--- src/sv/meu_pkg.sv ---
// ---------------------------------------------------------------------------
// meu_pkg: shared types and constants of the modular exponentiation unit
// Transaction structs, sequencer states and the bit-serial multiplier
// request shared by the top level and the multiplier.
// ---------------------------------------------------------------------------
package meu_pkg;

  // Fixed field widths of a transaction
  localparam int BASE_W = 63;
  localparam int EXPO_W = 63;
  localparam int MODI_W = 32;
  localparam int RES_W  = 32;

  // Default widths actually used for the modulus and the exponent
  localparam int MOD_WIDTH_DEF = 32;
  localparam int EXP_WIDTH_DEF = 63;

  // Serial operand length counter: holds up to BASE_W
  localparam int CNT_W = $clog2(BASE_W + 1);

  typedef struct packed {
    logic [BASE_W-1:0] base_value;
    logic [EXPO_W-1:0] exponent_value;
    logic [MODI_W-1:0] modulus_value;
  } meu_in_t;

  typedef struct packed {
    logic [RES_W-1:0] power_result;
    logic             modulus_error;
  } meu_out_t;

  // Request to the bit-serial modular multiplier
  typedef struct packed {
    logic             start;
    logic [CNT_W-1:0] nbits;
  } meu_mm_req_t;

  typedef enum logic [2:0] {
    S_IDLE,
    S_RED,
    S_SQ_GO,
    S_SQ,
    S_MU_GO,
    S_MU,
    S_OUT
  } meu_state_t;

endpackage

--- src/sv/meu_modmul.sv ---
// ---------------------------------------------------------------------------
// meu_modmul: bit-serial modular multiplier
// Computes a * b mod m, scanning b MSB first one bit per cycle with an
// interleaved double-and-add and a reduction after each half step.
// ---------------------------------------------------------------------------
module meu_modmul
  import meu_pkg::*;
#(
  parameter int MOD_WIDTH = MOD_WIDTH_DEF
) (
  input  logic                 clk,
  input  logic                 rst,
  input  meu_mm_req_t          req,
  input  logic [MOD_WIDTH-1:0] a,
  input  logic [BASE_W-1:0]    b,
  input  logic [MOD_WIDTH-1:0] m,
  output logic                 done,
  output logic [MOD_WIDTH-1:0] r
);

  logic                 busy;
  logic [CNT_W-1:0]     cnt;
  logic [BASE_W-1:0]    sr;
  logic [MOD_WIDTH-1:0] a_r;
  logic [MOD_WIDTH-1:0] m_r;

  logic [MOD_WIDTH:0]   dbl;
  logic [MOD_WIDTH:0]   dbl_red;
  logic [MOD_WIDTH:0]   sum;
  logic [MOD_WIDTH:0]   sum_red;
  logic [MOD_WIDTH-1:0] r_next;

  // Double, reduce, conditionally add the multiplicand, reduce again
  always_comb begin
    dbl     = {r, 1'b0};
    dbl_red = (dbl >= {1'b0, m_r}) ? dbl - {1'b0, m_r} : dbl;
    sum     = {1'b0, dbl_red[MOD_WIDTH-1:0]} +
              (sr[BASE_W-1] ? {1'b0, a_r} : '0);
    sum_red = (sum >= {1'b0, m_r}) ? sum - {1'b0, m_r} : sum;
    r_next  = sum_red[MOD_WIDTH-1:0];
  end

  // Control: load on request, count bits, pulse done after the last one
  always_ff @(posedge clk) begin
    if (rst) begin
      busy <= 1'b0;
      done <= 1'b0;
    end else begin
      done <= 1'b0;
      if (req.start) begin
        busy <= 1'b1;
      end else if (busy && cnt == CNT_W'(1)) begin
        busy <= 1'b0;
        done <= 1'b1;
      end
    end
  end

  // Datapath: operands and running remainder
  always_ff @(posedge clk) begin
    if (req.start) begin
      cnt <= req.nbits;
      sr  <= b;
      a_r <= a;
      m_r <= m;
      r   <= '0;
    end else if (busy) begin
      cnt <= cnt - CNT_W'(1);
      sr  <= {sr[BASE_W-2:0], 1'b0};
      r   <= r_next;
    end
  end

endmodule

--- src/sv/modular_exponentiation_unit.sv ---
// ---------------------------------------------------------------------------
// modular_exponentiation_unit: base^exponent mod modulus, square and multiply
// A zero modulus or zero exponent goes straight to the output state; otherwise
//   the base is reduced first, then the squares and multiplies follow
//   (EXP_WIDTH squares, one multiply per set exponent bit), all on the
//   single bit-serial multiplier, and then the output state.
// One transaction at a time; busy is high until the result
//   strobe, as the single bit-serial multiplier serves every step. The receiver
//   cannot stall. Synchronous active-high reset returns to idle.
// ---------------------------------------------------------------------------
module modular_exponentiation_unit
  import meu_pkg::*;
#(
  parameter int MOD_WIDTH = MOD_WIDTH_DEF,
  parameter int EXP_WIDTH = EXP_WIDTH_DEF
) (
  input  logic     clk,
  input  logic     rst,
  input  logic     start,
  output logic     busy,
  input  meu_in_t  operands,
  output logic     done,
  output meu_out_t result
);

  localparam int BIT_W = (EXP_WIDTH > 1) ? $clog2(EXP_WIDTH) : 1;

  meu_state_t state;
  meu_state_t state_next;

  logic [EXP_WIDTH-1:0] exp_sr;
  logic [BIT_W-1:0]     bit_cnt;
  logic [MOD_WIDTH-1:0] mod_r;
  logic [MOD_WIDTH-1:0] one_mod;
  logic [MOD_WIDTH-1:0] base_r;
  logic [MOD_WIDTH-1:0] acc;
  logic                 err_r;

  logic                 accept;
  logic [MOD_WIDTH-1:0] mod_in;
  logic [EXP_WIDTH-1:0] exp_in;
  logic [MOD_WIDTH-1:0] one_in;
  logic                 last_bit;

  meu_mm_req_t          mm_req;
  logic [MOD_WIDTH-1:0] mm_a;
  logic [BASE_W-1:0]    mm_b;
  logic [MOD_WIDTH-1:0] mm_m;
  logic                 mm_done;
  logic [MOD_WIDTH-1:0] mm_r;

  assign accept   = start && !busy;
  assign mod_in   = operands.modulus_value[MOD_WIDTH-1:0];
  assign exp_in   = operands.exponent_value[EXP_WIDTH-1:0];
  assign one_in   = (mod_in == MOD_WIDTH'(1)) ? '0 : MOD_WIDTH'(1);
  assign last_bit = (bit_cnt == '0);

  // Next state
  always_comb begin
    state_next = state;
    unique case (state)
      S_IDLE: begin
        if (accept) begin
          if (mod_in == '0 || exp_in == '0) state_next = S_OUT;
          else                              state_next = S_RED;
        end
      end
      S_RED:   if (mm_done) state_next = S_SQ_GO;
      S_SQ_GO: state_next = S_SQ;
      S_SQ: begin
        if (mm_done) begin
          if (exp_sr[EXP_WIDTH-1]) state_next = S_MU_GO;
          else if (last_bit)       state_next = S_OUT;
          else                     state_next = S_SQ_GO;
        end
      end
      S_MU_GO: state_next = S_MU;
      S_MU: begin
        if (mm_done) state_next = last_bit ? S_OUT : S_SQ_GO;
      end
      S_OUT:   state_next = S_IDLE;
      default: state_next = S_IDLE;
    endcase
  end

  // Outputs: multiplier requests and handshake
  always_comb begin
    mm_req.start = 1'b0;
    mm_req.nbits = CNT_W'(MOD_WIDTH);
    mm_a         = acc;
    mm_b         = {acc, {(BASE_W-MOD_WIDTH){1'b0}}};
    mm_m         = mod_r;
    busy         = (state != S_IDLE);
    done         = (state == S_OUT);
    unique case (state)
      S_IDLE: begin
        // reduce the base as 1 * base mod m
        mm_req.start = accept && mod_in != '0 && exp_in != '0;
        mm_req.nbits = CNT_W'(BASE_W);
        mm_a         = one_in;
        mm_b         = operands.base_value;
        mm_m         = mod_in;
      end
      S_SQ_GO: mm_req.start = 1'b1;
      S_MU_GO: begin
        mm_req.start = 1'b1;
        mm_a         = base_r;
      end
      default: begin
      end
    endcase
  end

  always_ff @(posedge clk) begin
    if (rst) state <= S_IDLE;
    else     state <= state_next;
  end

  // Datapath: capture the transaction, collect products, walk the exponent
  always_ff @(posedge clk) begin
    unique case (state)
      S_IDLE: begin
        if (accept) begin
          exp_sr  <= exp_in;
          bit_cnt <= BIT_W'(EXP_WIDTH - 1);
          mod_r   <= mod_in;
          one_mod <= one_in;
          err_r   <= (mod_in == '0);
          acc     <= (mod_in == '0) ? '0 : MOD_WIDTH'(1);
        end
      end
      S_RED: begin
        if (mm_done) begin
          base_r <= mm_r;
          acc    <= one_mod;
        end
      end
      S_SQ: begin
        if (mm_done) begin
          acc <= mm_r;
          if (!exp_sr[EXP_WIDTH-1] && !last_bit) begin
            exp_sr  <= {exp_sr[EXP_WIDTH-2:0], 1'b0};
            bit_cnt <= bit_cnt - BIT_W'(1);
          end
        end
      end
      S_MU: begin
        if (mm_done) begin
          acc <= mm_r;
          if (!last_bit) begin
            exp_sr  <= {exp_sr[EXP_WIDTH-2:0], 1'b0};
            bit_cnt <= bit_cnt - BIT_W'(1);
          end
        end
      end
      default: begin
      end
    endcase
  end

  assign result.power_result  = RES_W'(acc);
  assign result.modulus_error = err_r;

  meu_modmul #(
    .MOD_WIDTH(MOD_WIDTH)
  ) u_modmul (
    .clk (clk),
    .rst (rst),
    .req (mm_req),
    .a   (mm_a),
    .b   (mm_b),
    .m   (mm_m),
    .done(mm_done),
    .r   (mm_r)
  );

`ifndef ASSERT_OFF
  a_accept_busy: assert property (@(posedge clk) disable iff (rst)
    accept |=> busy)
    else $error("busy not raised after an accepted transaction");

  a_err_zero: assert property (@(posedge clk) disable iff (rst)
    (done && result.modulus_error) |-> result.power_result == '0)
    else $error("modulus error with nonzero result");

  a_mm_done_state: assert property (@(posedge clk) disable iff (rst)
    mm_done |-> (state == S_RED || state == S_SQ || state == S_MU))
    else $error("multiplier finished outside a wait state");

  a_req_idle_mm: assert property (@(posedge clk) disable iff (rst)
    mm_req.start |-> !mm_done)
    else $error("multiplier started while reporting a result");
`endif

endmodule
--- config.mk ---
export PLATFORM = sky130hd
export DESIGN_NAME = modular_exponentiation_unit
export DESIGN_NICKNAME = d
export VERILOG_FILES = /design/src/sv/meu_pkg.sv /design/src/sv/meu_modmul.sv /design/src/sv/modular_exponentiation_unit.sv
export SDC_FILE = /design/constraint.sdc
export NUM_CORES = 1
export LEC_CHECK = 0
export ABC_AREA = 1
export BUFFER_PORTS_ARGS = -buffer_cell sky130_fd_sc_hd__buf_2
export CAP_MARGIN = 20
export CELL_PAD_IN_SITES_DETAIL_PLACEMENT = 0
export CELL_PAD_IN_SITES_GLOBAL_PLACEMENT = 1
export CORE_ASPECT_RATIO = 0.6
export CORE_UTILIZATION = 40
export DETAILED_ROUTE_END_ITERATION = 8
export GPL_TIMING_DRIVEN = 0
export PLACE_DENSITY = 0.82
export SETUP_SLACK_MARGIN = 0.2
export SYNTH_ARGS = -nofsm -noshare
export SYNTH_HDL_FRONTEND = slang
export SYNTH_SLANG_ARGS = --single-unit
--- constraint.sdc ---
create_clock -name clk -period 10.47 [get_ports clk]
set_input_delay 1.047 -clock clk [delete_from_list [all_inputs] [get_ports clk]]
set_output_delay 1.047 -clock clk [all_outputs]
set_load 0.01 [all_outputs]
## Word-level counts from Yosys, hierarchy flattened

Cells that the tools add are included.

| word-level totals | value |
|---|---|
| bits in registers | 368 |
| input bits | 161 |
| output and inout bits | 35 |

| operators by class | value |
|---|---|
| $add $sub $neg | 5 |
| magnitude comparators | 2 |
| multiplexer cells | 41 |
| reductions and logical operators | 28 |
| equal/unequal tests | 15 |

Operators by type and width:

| cell | number |
|---|---|
| $mux 63 | 8 |
| $mux 32 | 7 |
| $pmux 63 s3 | 1 |
| $pmux 32 s3 | 1 |
| $ge 33x32->1 | 2 |
| $pmux 32 s2 | 1 |
| $sub 32x32->32 | 2 |
| $logic_not 63->1 | 1 |
| $reduce_bool 63->1 | 1 |
| $mux 6 | 7 |
| $add 32x32->33 | 1 |
| $eq 32x1->1 const B | 1 |
| $logic_not 32->1 | 1 |
| $reduce_bool 32->1 | 1 |
| $mux 3 | 7 |
| $pmux 3 s6 | 1 |
| $pmux 6 s3 | 1 |
| $sub 6x1->6 const B | 2 |
| $eq 3x3->1 const B | 3 |
| $reduce_bool 3->1 | 3 |
| $ne 2x1->1 const B | 4 |
| $reduce_and 4->1 | 2 |
| $eq 3x2->1 const B | 2 |
| $eq 6x1->1 const B | 1 |
| other kinds (14) | 30 |

## Logic depth before layout (Yosys ltp)

| depth | value |
|---|---|
| depth after elaboration | 7 |
| mapped depth | 45 |

## Hierarchy

From an unflattened synthesis, not the netlist that was laid out.

| unflattened totals | value |
|---|---|
| cell total of the unflattened synthesis | 2877 |
| area total of the unflattened synthesis | 21675.8 um^2 |

By module, submodules not included:

| module | cells an instance | instances | area an instance (um^2) |
|---|---|---|---|
| meu_modmul | 1924 | 1 | 13389.1 |
| modular_exponentiation_unit | 953 | 1 | 8286.7 |

## Worst setup path after synthesis

OpenSTA, ideal clock, no wires.

| path | value |
|---|---|
| path kind | input to register |
| from | input start |
| to | register bit_cnt[0] (enable) |
| cell stages on the path | 2 |
| path buffers | 0 |
| data arrival time | 7742 ps |
| path slack | 2062 ps |
| path through | nor2_1 -> nor4_1 |

| between the ends | value |
|---|---|
| longest elaborated chain between the ends | 3 |

RTL lines:

| item | line | source |
|---|---|---|
| from (decl) | modular_exponentiation_unit.sv:19 | `input logic start,` |
| $logic_and 1x1->1 | modular_exponentiation_unit.sv:52 | `assign accept = start && !busy;` |
| $ne 2x2->1 (no line) | -- |  |
| $reduce_and 6->1 (no line) | -- |  |
| to (signal assigned) | modular_exponentiation_unit.sv:125 | `bit_cnt <= BIT_W'(EXP_WIDTH - 1);` |
| to (signal assigned) | modular_exponentiation_unit.sv:143 | `bit_cnt <= bit_cnt - BIT_W'(1);` |
| to (signal assigned) | modular_exponentiation_unit.sv:152 | `bit_cnt <= bit_cnt - BIT_W'(1);` |
| to (decl) | modular_exponentiation_unit.sv:32 | `logic [BIT_W-1:0] bit_cnt;` |

No other way between the ends.
A chain may end at the register's enable or synchronous reset.

## Worst setup path in the final report

| path | value |
|---|---|
| from | register u_modmul.r[25] |
| to | register u_modmul.r[16] |

| between the ends | value |
|---|---|
| longest elaborated chain between the ends | 5 |
| elaborated cells between the ends (all ways) | 7 |

RTL lines:

| item | line | source |
|---|---|---|
| from (decl) | meu_modmul.sv:18 | `output logic [MOD_WIDTH-1:0] r` |
| from (signal assigned) | meu_modmul.sv:70 | `r <= r_next;` |
| $ge 33x32->1 or $sub 32x32->32 (tied branches) | meu_modmul.sv:36 | `dbl_red = (dbl >= {1'b0, m_r}) ? dbl - {1'b0, m_r} : dbl;` |
| $mux 32 (*) | meu_modmul.sv:36 |  |
| $add 32x32->33 (*) | meu_modmul.sv:37 | `sum = {1'b0, dbl_red[MOD_WIDTH-1:0]} +` |
| $sub 32x32->32 or $ge 33x32->1 (tied branches) | meu_modmul.sv:39 | `sum_red = (sum >= {1'b0, m_r}) ? sum - {1'b0, m_r} : sum;` |
| $mux 32 (*) | meu_modmul.sv:39 |  |

Mark *: on every way between the ends. The rest lies on a longest branch, timed or not.

==> metrics.txt <==
area delta synth->final 13.68%; post-synth top area cell edfxtp_1; met2 wire length 29180 µm; row cnt 66; max-slew violations 0; period utilisation layout 69.65%; Largest stage delay, worst path 0.67 ns; clock-pin slew on the worst setup and hold paths 0.07 ns; Post-CTS Hold Buffers 0; post-synth top area share 40.64%; die area 56400 µm²; most frequent CP cell nand2_1; nets@finish 3465; Critical Path Sink Type flop; CP arrival 7.76 ns; Slew headroom 31.14%; DRC viols 0; Power per Cell Area 333.4 nW/µm²; Initial Utilization 40.74%; CTS tree done; DRT iter0 DRCs 2698; die height 184.4 µm; status finished, final reports clean; global-route wire length before repair 120200 µm; DR pass1 iterations 6; CP Class reg -> reg; initial antenna violation count 1; number of max-cap violations 0; min Tclk post-route 7.292 ns; total gr overflow 0; synthesized area 22170 µm²; GRT Resource Usage Total 28.88%; layout cells sized above 1 10.45%; H-tree depth 1; total CTS buffers 30; vias 20687; Worst Tran Pin Value 1.030 ns; placer congestion estimate 1.030; area of the multi-input gates 9912 µm²; vias in the first global route 19020; WL/cell 20.64 µm; Core Area 54420 µm²; I/O Buffers 195; unrepaired setup endpoints after global routing false; Final Skew 0.01958 ns; CTS Buffer Depth 3; worst slack, placed 3.563 ns; register area share after synthesis 43.98%; met1 wire length 41220 µm; final setup margin 3.178 ns; worst min-delay path category reg -> reg; CP required 10.94 ns; die width 305.9 µm; Setup Viol. Count Final 0; Synth Register Bits 337; # clock sinks 337; met3 WL 10040 µm; crit start category flop; drt via density 5.252; largest net degree at the start of global routing 70; detailed placement HPWL 67970 µm; peak supply drop 0.1737 mV; Tot Pwr 0.008401 W; FF+latch area 9749 µm²; Routed WL 81300 µm; Cells after Synth 2961; Fin Hold WS 0.5180 ns; post-CTS sizing 0; crit path max fanout 10; Static Leak 12.52 nW; CTS root buf clkbuf_16; main area contributors after synthesis edfxtp_1, nand2_1, inv_1; Routed Antenna Nets 0; Syn. warnings 0; final hold violations 0; post-CTS setup buffer count 0; Mean Syn Cell Area 7.487 µm²; Layout fillers 5528; worst skew pair latency 0.59 ns; Distinct cells, synth 44; slowest library cell on the worst path dfxtp_1; final core occ 46.31%; Max Clk Rate 137.1 MHz; Top Layer Used met5; # IOs 196; syn nets 3225
[routing by layer]
layer,vias to the layer above,track usage (%)
met3,53,8.911
met5,-,0
met1,9736,46.79
met4,2,3.377
met2,959,37.02
li1,9937,-
[final cells by class]
cell class | instances | share of cell area (%)
antenna | 1 | 0.009929
buffer | 80 | 1.758
tap | 714 | 3.545
inverter | 557 | 8.316
clock buffer | 40 | 3.331
clock inverter | 15 | 0.5312
sequential | 337 | 38.69
multi-input combinational | 1987 | 39.33
timing repair buffer | 208 | 4.493
[sequential cells by signal, summed over array words and instances (netlist names), 3 cells and up]
signal	cells
acc	32
base_r	32
bit_cnt	6
exp_sr	63
mod_r	32
state	3
u_modmul.a_r	32
u_modmul.cnt	6
u_modmul.m_r	32
u_modmul.r	32
u_modmul.sr	63
[logic make-up (layout without fill, tap and decap cells)]
kind of cell | count (synthesis) | in the layout | share of synthesized area [%]
xor+xnor | 58 | 58 | 2.291
fa+ha+maj | 103 | 103 | 5.915
simple gates | 1511 | 1511 | 28.05
other cells | 0 | 1 | 0
buf+inv | 637 | 900 | 11.43
flops | 337 | 337 | 43.98
compound gates | 315 | 315 | 8.336
[critical path, delay by kind of cell, from the launching register on]
family	cells	cell delay, ns
buffers and inverters	6	0.80
DFF	1	0.67
adders and majority gates	3	1.33
AOI/OAI and AO/OA	4	0.81
and+or+nand+nor	23	3.54
[cells in the final DEF, fill, tap and decap left out, types with 23 or more instances in the layout]
cell / n
o21ai_0: 132
xnor2_1: 23
xor2_1: 35
a22o_1: 31
dfxtp_1: 37
nand2_1: 1005
a31oi_1: 36
clkbuf_1: 34
clkbuf_16: 31
nand4_1: 51
nand3_1: 167
a21oi_1: 77
edfxtp_1: 300
inv_1: 555
buf_2: 222
ha_1: 100
nor2_1: 217
[path summary, 6_finish.rpt]
| kind | cells past startpoint | from | slack (ns) | end |
|---|---|---|---|---|
| min reg2reg | 2 | exp_sr[43]$_DFFE_PP_ | 0.52 | exp_sr[44]$_DFFE_PP_ |
| max | 36 | u_modmul.r[25]$_SDFFE_PP0P_ | 3.18 | u_modmul.r[16]$_SDFFE_PP0P_ |
| min | 2 | exp_sr[43]$_DFFE_PP_ | 0.52 | exp_sr[44]$_DFFE_PP_ |
| max reg2reg | 36 | u_modmul.r[25]$_SDFFE_PP0P_ | 3.18 | u_modmul.r[16]$_SDFFE_PP0P_ |
[power breakdown]
| part | switching (W) | internal, W |
|---|---|---|
| Sequential | 0.000199 | 0.00183 |
| Combinational | 0.00371 | 0.00154 |
| Clock | 0.000519 | 0.000613 |
[synthesized netlist by cell type]
| master | n |
|---|---|
| a21boi_0 | 3 |
| a21o_1 | 8 |
| a21oi_1 | 77 |
| a22o_1 | 31 |
| a22oi_1 | 1 |
| a31o_2 | 1 |
| a31oi_1 | 37 |
| and2_1 | 8 |
| and3_1 | 5 |
| buf_1 | 7 |
| buf_2 | 28 |
| buf_4 | 7 |
| buf_6 | 9 |
| buf_8 | 1 |
| clkbuf_1 | 28 |
| dfxtp_1 | 37 |
| edfxtp_1 | 300 |
| fa_1 | 3 |
| ha_1 | 100 |
| inv_1 | 553 |
| inv_2 | 3 |
| inv_4 | 1 |
| nand2_1 | 1005 |
| nand2_2 | 7 |
| nand2_4 | 1 |
| nand3_1 | 167 |
| nand3_2 | 4 |
| nand3b_1 | 16 |
| nand4_1 | 51 |
| nor2_1 | 217 |
| nor2_2 | 2 |
| nor2_4 | 3 |
| nor3_1 | 18 |
| nor4_1 | 5 |
| o211ai_1 | 1 |
| o21a_1 | 1 |
| o21ai_0 | 132 |
| o21ai_1 | 2 |
| o21ai_2 | 13 |
| o21bai_1 | 7 |
| o311ai_0 | 1 |
| or2_2 | 2 |
| xnor2_1 | 23 |
| xor2_1 | 35 |
[per-stage QoR]
stage	std cells	instance area, µm²	setup TNS (ns)
after floorplan	2961	22170	0
after global placement	3870	24040	-71.45
after detailed placement	3883	24230	0
after CTS	3938	25200	0
after global routing	3938	25200	0
final	3939	25200	0
No activity file was read; power rests on OpenSTA's default activity.
